## config.mk

```make
export PLATFORM = sky130hd
export DESIGN_NAME = ir_distance_piecewise_linear
export DESIGN_NICKNAME = d
export VERILOG_FILES = /design/src/rtl/ird_pkg.sv /design/src/rtl/ird_div.sv /design/src/rtl/ir_distance_piecewise_linear.sv
export SDC_FILE = /design/constraint.sdc
export NUM_CORES = 1
export LEC_CHECK = 0
export ABC_AREA = 1
export ABC_CLOCK_PERIOD_IN_PS = 7760
export BUFFER_PORTS_ARGS = -buffer_cell sky130_fd_sc_hd__buf_4
export CORE_UTILIZATION = 39
export CTS_BUF_LIST = sky130_fd_sc_hd__clkbuf_16
export DETAILED_ROUTE_END_ITERATION = 6
export MAX_ROUTING_LAYER = met4
export PLACE_DENSITY = 0.59
export SYNTH_ARGS = -nofsm -noshare
export SYNTH_HDL_FRONTEND = slang
export SYNTH_SLANG_ARGS = --single-unit
```

## constraint.sdc

```tcl
create_clock -name clk -period 7.76 [get_ports clk]
set_input_delay 0.776 -clock clk [delete_from_list [all_inputs] [get_ports clk]]
set_output_delay 0.776 -clock clk [all_outputs]
set_load 0.005 [all_outputs]
```

## src/rtl/ird_pkg.sv

```systemverilog
// ----------------------------------------------------------------------------
// ird_pkg
// Shared types, widths and the breakpoint table of the IR distance linearizer.
// ----------------------------------------------------------------------------
package ird_pkg;

	// field and datapath widths
	localparam int CODE_W = 10;              // converter code
	localparam int MM_W   = 9;               // distance in mm
	localparam int RISE_W = 6;               // distance step between knots
	localparam int PROD_W = CODE_W + RISE_W; // offset * rise

	// breakpoint table size
	localparam int KNOTS         = 16;
	localparam int IDX_W         = 4;
	localparam int TABLE_ENTRIES = 16;

	// distance given for a sample above the first knot
	localparam logic [MM_W-1:0] NEAR_MM = 9'd30;

	// sequencer states
	typedef enum logic [2:0] {
		ST_IDLE,
		ST_SCAN,
		ST_MUL,
		ST_DIV,
		ST_FIN
	} ird_state_t;

	// divider status seen by the sequencer
	typedef struct packed {
		logic                busy;
		logic                done;
		logic [PROD_W-1:0]   quotient;
	} ird_div_stat_t;

	// knot code: millivolts*1023/3300, truncated
	function automatic logic [CODE_W-1:0] knot_code(input logic [IDX_W-1:0] idx);
		logic [CODE_W-1:0] c;
		case (idx)
			4'd0:    c = 10'd886;  // 2860 mV
			4'd1:    c = 10'd858;  // 2770 mV
			4'd2:    c = 10'd725;  // 2340 mV
			4'd3:    c = 10'd604;  // 1950 mV
			4'd4:    c = 10'd520;  // 1680 mV
			4'd5:    c = 10'd455;  // 1470 mV
			4'd6:    c = 10'd409;  // 1320 mV
			4'd7:    c = 10'd362;  // 1170 mV
			4'd8:    c = 10'd303;  //  980 mV
			4'd9:    c = 10'd251;  //  810 mV
			4'd10:   c = 10'd220;  //  710 mV
			4'd11:   c = 10'd186;  //  600 mV
			4'd12:   c = 10'd161;  //  520 mV
			4'd13:   c = 10'd142;  //  460 mV
			4'd14:   c = 10'd127;  //  410 mV
			4'd15:   c = 10'd96;   //  310 mV
			default: c = 10'd96;
		endcase
		return c;
	endfunction

	// knot distance in mm
	function automatic logic [MM_W-1:0] knot_mm(input logic [IDX_W-1:0] idx);
		logic [MM_W-1:0] m;
		case (idx)
			4'd0:    m = 9'd30;
			4'd1:    m = 9'd40;
			4'd2:    m = 9'd50;
			4'd3:    m = 9'd60;
			4'd4:    m = 9'd70;
			4'd5:    m = 9'd80;
			4'd6:    m = 9'd90;
			4'd7:    m = 9'd100;
			4'd8:    m = 9'd120;
			4'd9:    m = 9'd140;
			4'd10:   m = 9'd160;
			4'd11:   m = 9'd180;
			4'd12:   m = 9'd200;
			4'd13:   m = 9'd220;
			4'd14:   m = 9'd250;
			4'd15:   m = 9'd300;
			default: m = 9'd300;
		endcase
		return m;
	endfunction

endpackage

```

## src/rtl/ird_div.sv

```systemverilog
// ----------------------------------------------------------------------------
// ird_div
// Restoring divider, one quotient bit per cycle.
// ----------------------------------------------------------------------------
module ird_div (
	input  logic                        clk,
	input  logic                        arst_n,
	input  logic                        start,
	input  logic [ird_pkg::PROD_W-1:0]  dividend,
	input  logic [ird_pkg::CODE_W-1:0]  divisor,
	output ird_pkg::ird_div_stat_t      stat
);

	localparam int CNT_W = $clog2(ird_pkg::PROD_W + 1);
	localparam int REM_W = ird_pkg::CODE_W + 1;

	logic                       busy_q;
	logic                       done_q;
	logic [CNT_W-1:0]           cnt_q;
	logic [ird_pkg::PROD_W-1:0] quo_q;
	logic [REM_W-1:0]           rem_q;
	logic [ird_pkg::CODE_W-1:0] dsr_q;

	logic [REM_W-1:0]           rem_sh;
	logic [REM_W:0]             diff;

	// shift in next dividend bit, trial subtract
	assign rem_sh = {rem_q[REM_W-2:0], quo_q[ird_pkg::PROD_W-1]};
	assign diff   = {1'b0, rem_sh} - {2'b00, dsr_q};

	// control
	always_ff @(posedge clk or negedge arst_n) begin
		if (!arst_n) begin
			busy_q <= 1'b0;
			done_q <= 1'b0;
			cnt_q  <= '0;
		end else begin
			done_q <= 1'b0;
			if (start) begin
				busy_q <= 1'b1;
				cnt_q  <= CNT_W'(ird_pkg::PROD_W);
			end else if (busy_q) begin
				cnt_q <= cnt_q - 1'b1;
				if (cnt_q == CNT_W'(1)) begin
					busy_q <= 1'b0;
					done_q <= 1'b1;
				end
			end
		end
	end

	// datapath
	always_ff @(posedge clk) begin
		if (start) begin
			quo_q <= dividend;
			rem_q <= '0;
			dsr_q <= divisor;
		end else if (busy_q) begin
			if (!diff[REM_W]) begin
				rem_q <= diff[REM_W-1:0];
				quo_q <= {quo_q[ird_pkg::PROD_W-2:0], 1'b1};
			end else begin
				rem_q <= rem_sh;
				quo_q <= {quo_q[ird_pkg::PROD_W-2:0], 1'b0};
			end
		end
	end

	assign stat.busy     = busy_q;
	assign stat.done     = done_q;
	assign stat.quotient = quo_q;

endmodule

```

## src/rtl/ir_distance_piecewise_linear.sv

```systemverilog
// ----------------------------------------------------------------------------
// ir_distance_piecewise_linear
// Converts a 10-bit IR sensor sample to millimetres by piecewise-linear
// interpolation over a constant breakpoint table.
// ----------------------------------------------------------------------------
//  channel | handshake                   | payload
//  --------+-----------------------------+-----------------------------------
//  sample  | sample_valid / sample_ready | sample[9:0]
//  result  | result_valid / result_ready | distance_mm[8:0], out_of_range
//
// One request: an idle state that accepts it, a scan with one knot compare
// per step up to hit index k, a multiply state, a divide state waiting on the
// divider, and a finish state. Saturated and out-of-range samples skip the divide.
// sample_ready is high only while idle. A finished result waits in the output
// register; the finish cycle stalls only while that register is still full.
// Reset clears the sequencer and the output valid; no clearing pass.
// ----------------------------------------------------------------------------
module ir_distance_piecewise_linear #(
	parameter int TABLE_ENTRIES = ird_pkg::TABLE_ENTRIES
) (
	input  logic                        clk,
	input  logic                        arst_n,
	input  logic                        sample_valid,
	output logic                        sample_ready,
	input  logic [ird_pkg::CODE_W-1:0]  sample,
	output logic                        result_valid,
	input  logic                        result_ready,
	output logic [ird_pkg::MM_W-1:0]    distance_mm,
	output logic                        out_of_range
);

	// number of knots scanned, clamped to the table
	localparam int SCAN_LEN = (TABLE_ENTRIES > ird_pkg::KNOTS) ? ird_pkg::KNOTS :
	                          (TABLE_ENTRIES < 2) ? 2 : TABLE_ENTRIES;
	localparam logic [ird_pkg::IDX_W-1:0] LAST_IDX = ird_pkg::IDX_W'(SCAN_LEN - 1);

	ird_pkg::ird_state_t        state_q, state_d;
	logic [ird_pkg::CODE_W-1:0] sample_q;
	logic [ird_pkg::IDX_W-1:0]  k_q;
	logic [ird_pkg::MM_W-1:0]   dist_q;
	logic                       oor_q;
	logic                       result_valid_q;
	logic [ird_pkg::MM_W-1:0]   distance_mm_q;
	logic                       out_of_range_q;

	logic                       div_start;
	logic                       out_load;
	ird_pkg::ird_div_stat_t     div_stat;

	// table lookups around the current knot
	logic [ird_pkg::IDX_W-1:0]  k_prev;
	logic [ird_pkg::CODE_W-1:0] code_k, code_p;
	logic [ird_pkg::MM_W-1:0]   mm_k, mm_p;
	logic                       above;
	logic [ird_pkg::CODE_W-1:0] off, span;
	logic [ird_pkg::RISE_W-1:0] rise;
	logic [ird_pkg::PROD_W-1:0] prod;

	assign k_prev = k_q - 1'b1;
	assign code_k = ird_pkg::knot_code(k_q);
	assign code_p = ird_pkg::knot_code(k_prev);
	assign mm_k   = ird_pkg::knot_mm(k_q);
	assign mm_p   = ird_pkg::knot_mm(k_prev);
	assign above  = sample_q > code_k;

	// segment offset, rise and span; product feeds the divider register
	assign off  = code_p - sample_q;
	assign span = code_p - code_k;
	assign rise = ird_pkg::RISE_W'(mm_k - mm_p);
	assign prod = {{(ird_pkg::PROD_W - ird_pkg::CODE_W){1'b0}}, off} *
	              {{(ird_pkg::PROD_W - ird_pkg::RISE_W){1'b0}}, rise};

	ird_div u_div (
		.clk      (clk),
		.arst_n   (arst_n),
		.start    (div_start),
		.dividend (prod),
		.divisor  (span),
		.stat     (div_stat)
	);

	// next state
	always_comb begin
		state_d = state_q;
		case (state_q)
			ird_pkg::ST_IDLE: begin
				if (sample_valid) state_d = ird_pkg::ST_SCAN;
			end
			ird_pkg::ST_SCAN: begin
				if (above) begin
					state_d = (k_q == '0) ? ird_pkg::ST_FIN : ird_pkg::ST_MUL;
				end else if (k_q == LAST_IDX) begin
					state_d = ird_pkg::ST_FIN;
				end
			end
			ird_pkg::ST_MUL: state_d = ird_pkg::ST_DIV;
			ird_pkg::ST_DIV: begin
				if (div_stat.done) state_d = ird_pkg::ST_FIN;
			end
			ird_pkg::ST_FIN: begin
				if (out_load) state_d = ird_pkg::ST_IDLE;
			end
			default: state_d = ird_pkg::ST_IDLE;
		endcase
	end

	// sequencer outputs
	always_comb begin
		sample_ready = 1'b0;
		div_start    = 1'b0;
		out_load     = 1'b0;
		case (state_q)
			ird_pkg::ST_IDLE: sample_ready = 1'b1;
			ird_pkg::ST_MUL:  div_start    = 1'b1;
			ird_pkg::ST_FIN:  out_load     = !result_valid_q || result_ready;
			default: ;
		endcase
	end

	// control registers
	always_ff @(posedge clk or negedge arst_n) begin
		if (!arst_n) begin
			state_q        <= ird_pkg::ST_IDLE;
			result_valid_q <= 1'b0;
		end else begin
			state_q <= state_d;
			if (out_load) begin
				result_valid_q <= 1'b1;
			end else if (result_ready) begin
				result_valid_q <= 1'b0;
			end
		end
	end

	// working registers
	always_ff @(posedge clk) begin
		case (state_q)
			ird_pkg::ST_IDLE: begin
				sample_q <= sample;
				k_q      <= '0;
			end
			ird_pkg::ST_SCAN: begin
				if (above) begin
					dist_q <= ird_pkg::NEAR_MM;
					oor_q  <= 1'b0;
				end else if (k_q == LAST_IDX) begin
					dist_q <= '0;
					oor_q  <= 1'b1;
				end else begin
					k_q <= k_q + 1'b1;
				end
			end
			ird_pkg::ST_DIV: begin
				if (div_stat.done) begin
					dist_q <= mm_p + div_stat.quotient[ird_pkg::MM_W-1:0];
				end
			end
			default: ;
		endcase
		if (out_load) begin
			distance_mm_q  <= dist_q;
			out_of_range_q <= oor_q;
		end
	end

	assign result_valid = result_valid_q;
	assign distance_mm  = distance_mm_q;
	assign out_of_range = out_of_range_q;

`ifndef SYNTH
	// out-of-range results carry zero distance
	a_oor_zero: assert property (@(posedge clk) disable iff (!arst_n)
		result_valid && out_of_range |-> distance_mm == '0)
		else $error("out_of_range with nonzero distance");

	// in-range results lie within the table span
	a_dist_span: assert property (@(posedge clk) disable iff (!arst_n)
		result_valid && !out_of_range |-> distance_mm >= 9'd30 && distance_mm <= 9'd300)
		else $error("distance outside 30..300 mm");

	// no new request while the divider is running
	a_ready_div: assert property (@(posedge clk) disable iff (!arst_n)
		sample_ready |-> !div_stat.busy)
		else $error("ready while divider busy");

	// divider completes only while the sequencer waits for it
	a_div_done: assert property (@(posedge clk) disable iff (!arst_n)
		div_stat.done |-> state_q == ird_pkg::ST_DIV)
		else $error("divider done outside divide state");
`endif

endmodule
```

==> results_tabular.tex <==
\begin{tabular}{lr}
\hline
Metric & Value \\
\hline
\multicolumn{2}{l}{\textbf{Placed design}} \\
\quad Number of I/O port buffers & 25 \\
\quad Instance area after placement & 8420 um\^{}2 \\
\quad Final GP Congestion & 0.883 \\
\quad HPWL after DPL & 13.7 mm \\
\multicolumn{2}{l}{\textbf{Worst hold path}} \\
\quad Type of the most critical hold path & in2async \\
\multicolumn{2}{l}{\textbf{Worst setup path}} \\
\quad Crit path buf inv count & 6 \\
\quad Nature of the critical path endpoint & flop \\
\quad Critical Path Start Type & flop \\
\quad Kind of cell adding the most delay to the critical path & adder cells \\
\quad CP Max Fanout & 14 \\
\quad Worst EP required & 7830 ps \\
\quad Most numerous cell on the critical path & sky130\_fd\_sc\_hd\_\_nor2\_1 \\
\quad Crit path arrival time & 7120 ps \\
\quad Critical path's slowest cell & sky130\_fd\_sc\_hd\_\_a211oi\_1 \\
\quad Crit-path max cell delay & 590 ps \\
\quad Type of the worst setup path & reg2reg \\
\multicolumn{2}{l}{\textbf{Cells and area}} \\
\quad Number of antenna diodes & 0 \\
\quad Area taken by multi-input logic gates & 4630 um\^{}2 \\
\quad FF+latch area & 2580 um\^{}2 \\
\quad Area growth, synth to finish & 9.29\% \\
\quad Post-route cell area & 8720 um\^{}2 \\
\quad Fraction of final layout cells with drive strength greater than 1 & 7.54\% \\
\quad Nets@finish & 1153 \\
\quad Total of fill cells in the finished design & 2027 \\
\multicolumn{2}{l}{\textbf{Synthesis}} \\
\quad Count of different cell masters after synthesis & 50 \\
\quad Flip-flop and latch count after synthesis & 96 \\
\quad EDFF count, synth & 60 \\
\quad Post-synthesis cell count & 993 \\
\quad Sequential cell area fraction in the yosys report & 32.3\% \\
\quad Post-synth net total & 1130 \\
\quad Per-instance average area after synthesis & 8.03 um\^{}2 \\
\quad Synth Cell Area & 7980 um\^{}2 \\
\quad Count of synthesis-stage warnings from yosys & 0 \\
\quad Most used flip-flop cell after synthesis & sky130\_fd\_sc\_hd\_\_edfxtp\_1 \\
\quad Share of flip-flops with an asynchronous set or reset & 11.5\% \\
\multicolumn{2}{l}{\textbf{Clock network}} \\
\quad Clock buffer count from CTS & 9 \\
\quad Quantity of hold-fixing buffers added after cts & 0 \\
\quad Max clock buf depth & 2 \\
\quad Clock edge transition at the registers on the reported setup and hold paths & 80 ps \\
\quad CTS sink cnt & 96 \\
\quad Cell at the root of the clock tree & sky130\_fd\_sc\_hd\_\_clkbuf\_16 \\
\quad CTS tree & done \\
\quad CTS-repair resized insts & 0 \\
\quad Maximum level of the CTS H-tree & 3 \\
\quad Number of setup buffers added after CTS & 0 \\
\quad Clk Latency, worst-skew pair & 370 ps \\
\multicolumn{2}{l}{\textbf{Global route}} \\
\quad Number of antenna violations at the first check in global routing & 0 \\
\quad Number of global-route vias before repair & 6109 \\
\quad Global-route wire length before repair & 29.5 mm \\
\quad Maximum number of pins on one net before global-route repair & 31 \\
\quad Residual overflow from global routing & 0 \\
\quad Tot GR Track Use & 18.1\% \\
\multicolumn{2}{l}{\textbf{Run status}} \\
\quad Result of the run & finished, final reports clean \\
\multicolumn{2}{l}{\textbf{Floorplanning}} \\
\quad Cell row count & 51 \\
\quad Height of the die & 145 um \\
\quad Placeable core region & 19800 um\^{}2 \\
\quad Die outline area & 21000 um\^{}2 \\
\quad Number of top-level pins & 26 \\
\quad Initial standard-cell utilization of the core & 40.3\% \\
\quad Die X-Extent & 145 um \\
\multicolumn{2}{l}{\textbf{STA}} \\
\quad Fin. Hold Viols & 0 \\
\quad Achievable Freq & 0.142 GHz \\
\quad Worst clock skew on the final layout & 12.3 ps \\
\quad Post-route clock period utilization & 90.8\% \\
\quad Final worst path period need & 7050 ps \\
\quad Transition time at the pin with the least slew margin & 891 ps \\
\quad Max-slew headroom & 40.3\% \\
\quad Number of pins with negative max-slew slack in the final report & 0 \\
\quad Final setup violating endpoints & 0 \\
\quad RSZ-0062 raised after global routing & no \\
\quad Sum Neg Setup Slack & 0 ps \\
\multicolumn{2}{l}{\textbf{Drt}} \\
\quad Routed Antenna Nets & 0 \\
\quad Pre-antenna DRT Iters & 5 \\
\quad Final routed wire length divided by cell count & 13.4 um \\
\quad Drt via density & 4.91 \\
\quad First-iteration detailed-routing DRC count & 333 \\
\quad Total Wirelength & 17.3 mm \\
\quad Total DRC errors in the routed layout & 0 \\
\quad Vias & 6313 \\
\multicolumn{2}{l}{\textbf{Run}} \\
\quad Maxcap violations & 0 \\
\hline
\end{tabular}
==> state kept, by name (all words and copies together) (netlist names), 3 cells and up <==
register,cells
u_div.quo_q,16
code_k,10
sample_q,10
u_div.dsr_q,10
u_div.rem_q,10
dist_q,9
distance_mm,9
mm_k,5
u_div.cnt_q,5
k_q,4
state_q,3
==> cell usage after synthesis, drive strengths merged, types with 6 or more instances <==
master	n	share of area [%]
or2	9	0.71
clkbuf	7	0.33
a21oi	50	3.1
o21ai	66	4.4
ha	93	15
edfxtp	60	23
xnor2	15	1.7
fa	30	7.5
nand2	215	11
nand4	10	0.78
dfrtp	11	3.5
nor3	10	0.63
buf	9	0.89
nand3	46	3.4
inv	178	8.4
a31oi	6	0.47
dfxtp	25	6.3
nor2	100	4.8
xor2	16	1.9
o211ai	8	0.75
==> area by class of cell <==
cell class | count | share of cell area (%)
tap | 265 | 3.80
inverter | 179 | 7.74
sequential | 96 | 29.6
timing repair buffer | 28 | 2.41
clock buffer | 9 | 2.58
clock inverter | 7 | 0.789
multi-input combinational | 702 | 53.1
==> logic make-up (layout without fill, tap and decap cells) <==
logic type               after synthesis  count (layout)  synth area share (%)
flip-flops                            96              96                  32.3
adder cells (fa/ha/maj)              123             123                  22.1
XOR/XNOR                              31              31                  3.59
AO/OA/AOI/OAI                        152             152                  10.9
AND/OR/NAND/NOR                      396             396                  21.4
buffers and inverters                195             223                  9.68
==> routing by layer <==
layer  vias to the layer above  global-route usage, %  share of wire, %
met5                         -                      -                 0
met4                         0                   8.14               3.2
met3                        27                   2.45               2.9
met2                       108                   27.1                43
met1                      2902                   24.4                50
li1                       3276                      -                 -
==> through the flow <==
step                utilization, %  setup slack [ps]  std cells  hold WS (ps)
global route                  44.1              59.8       1286           238
floorplan                        -              1430        993           400
detailed placement            42.6               787       1270           407
CTS                           44.1               718       1286           239
global placement              42.6               998       1270           404
finish                        44.1               714       1286           243
==> worst paths after layout <==
kind	startpoint	endpoint	slack, ps	depth (start not counted)
max reg2reg	k_q[0]	u_div.quo_q[15]	710	29
min	arst_n	state_q[2]	240	1
min in group clk	dist_q[6]	distance_mm[6]	420	0
max	k_q[0]	u_div.quo_q[15]	710	29
min reg2reg	dist_q[6]	distance_mm[6]	420	0
max in group asynchronous	arst_n	u_div.cnt_q[3]	7340	1
==> cells in the final DEF, fill, tap and decap left out, types with 3 or more instances in the layout <==
cell / n
sky130_fd_sc_hd__o21ai_1: 4
sky130_fd_sc_hd__inv_2: 4
sky130_fd_sc_hd__nor2_2: 5
sky130_fd_sc_hd__nand3b_1: 4
sky130_fd_sc_hd__o31ai_1: 3
sky130_fd_sc_hd__xnor2_1: 14
sky130_fd_sc_hd__fa_1: 30
sky130_fd_sc_hd__nand2_2: 4
sky130_fd_sc_hd__dfxtp_1: 25
sky130_fd_sc_hd__o211ai_1: 8
sky130_fd_sc_hd__inv_1: 173
sky130_fd_sc_hd__dfrtp_1: 11
sky130_fd_sc_hd__clkbuf_16: 9
sky130_fd_sc_hd__xor2_1: 15
sky130_fd_sc_hd__or2_1: 4
sky130_fd_sc_hd__nand4_1: 10
sky130_fd_sc_hd__nand3_1: 41
sky130_fd_sc_hd__edfxtp_1: 60
sky130_fd_sc_hd__o21bai_1: 4
sky130_fd_sc_hd__nand3_2: 3
sky130_fd_sc_hd__o21ai_0: 60
sky130_fd_sc_hd__ha_1: 93
sky130_fd_sc_hd__a31oi_1: 6
sky130_fd_sc_hd__nor3_1: 10
sky130_fd_sc_hd__inv_8: 3
sky130_fd_sc_hd__nor2_1: 95
sky130_fd_sc_hd__a21oi_1: 50
sky130_fd_sc_hd__nand2_1: 208
sky130_fd_sc_hd__nand2_4: 3
sky130_fd_sc_hd__or2_2: 5
sky130_fd_sc_hd__buf_4: 28
Power is not shown: default switching activity piles up to over one toggle a cycle in this logic, so the estimate is an artifact.
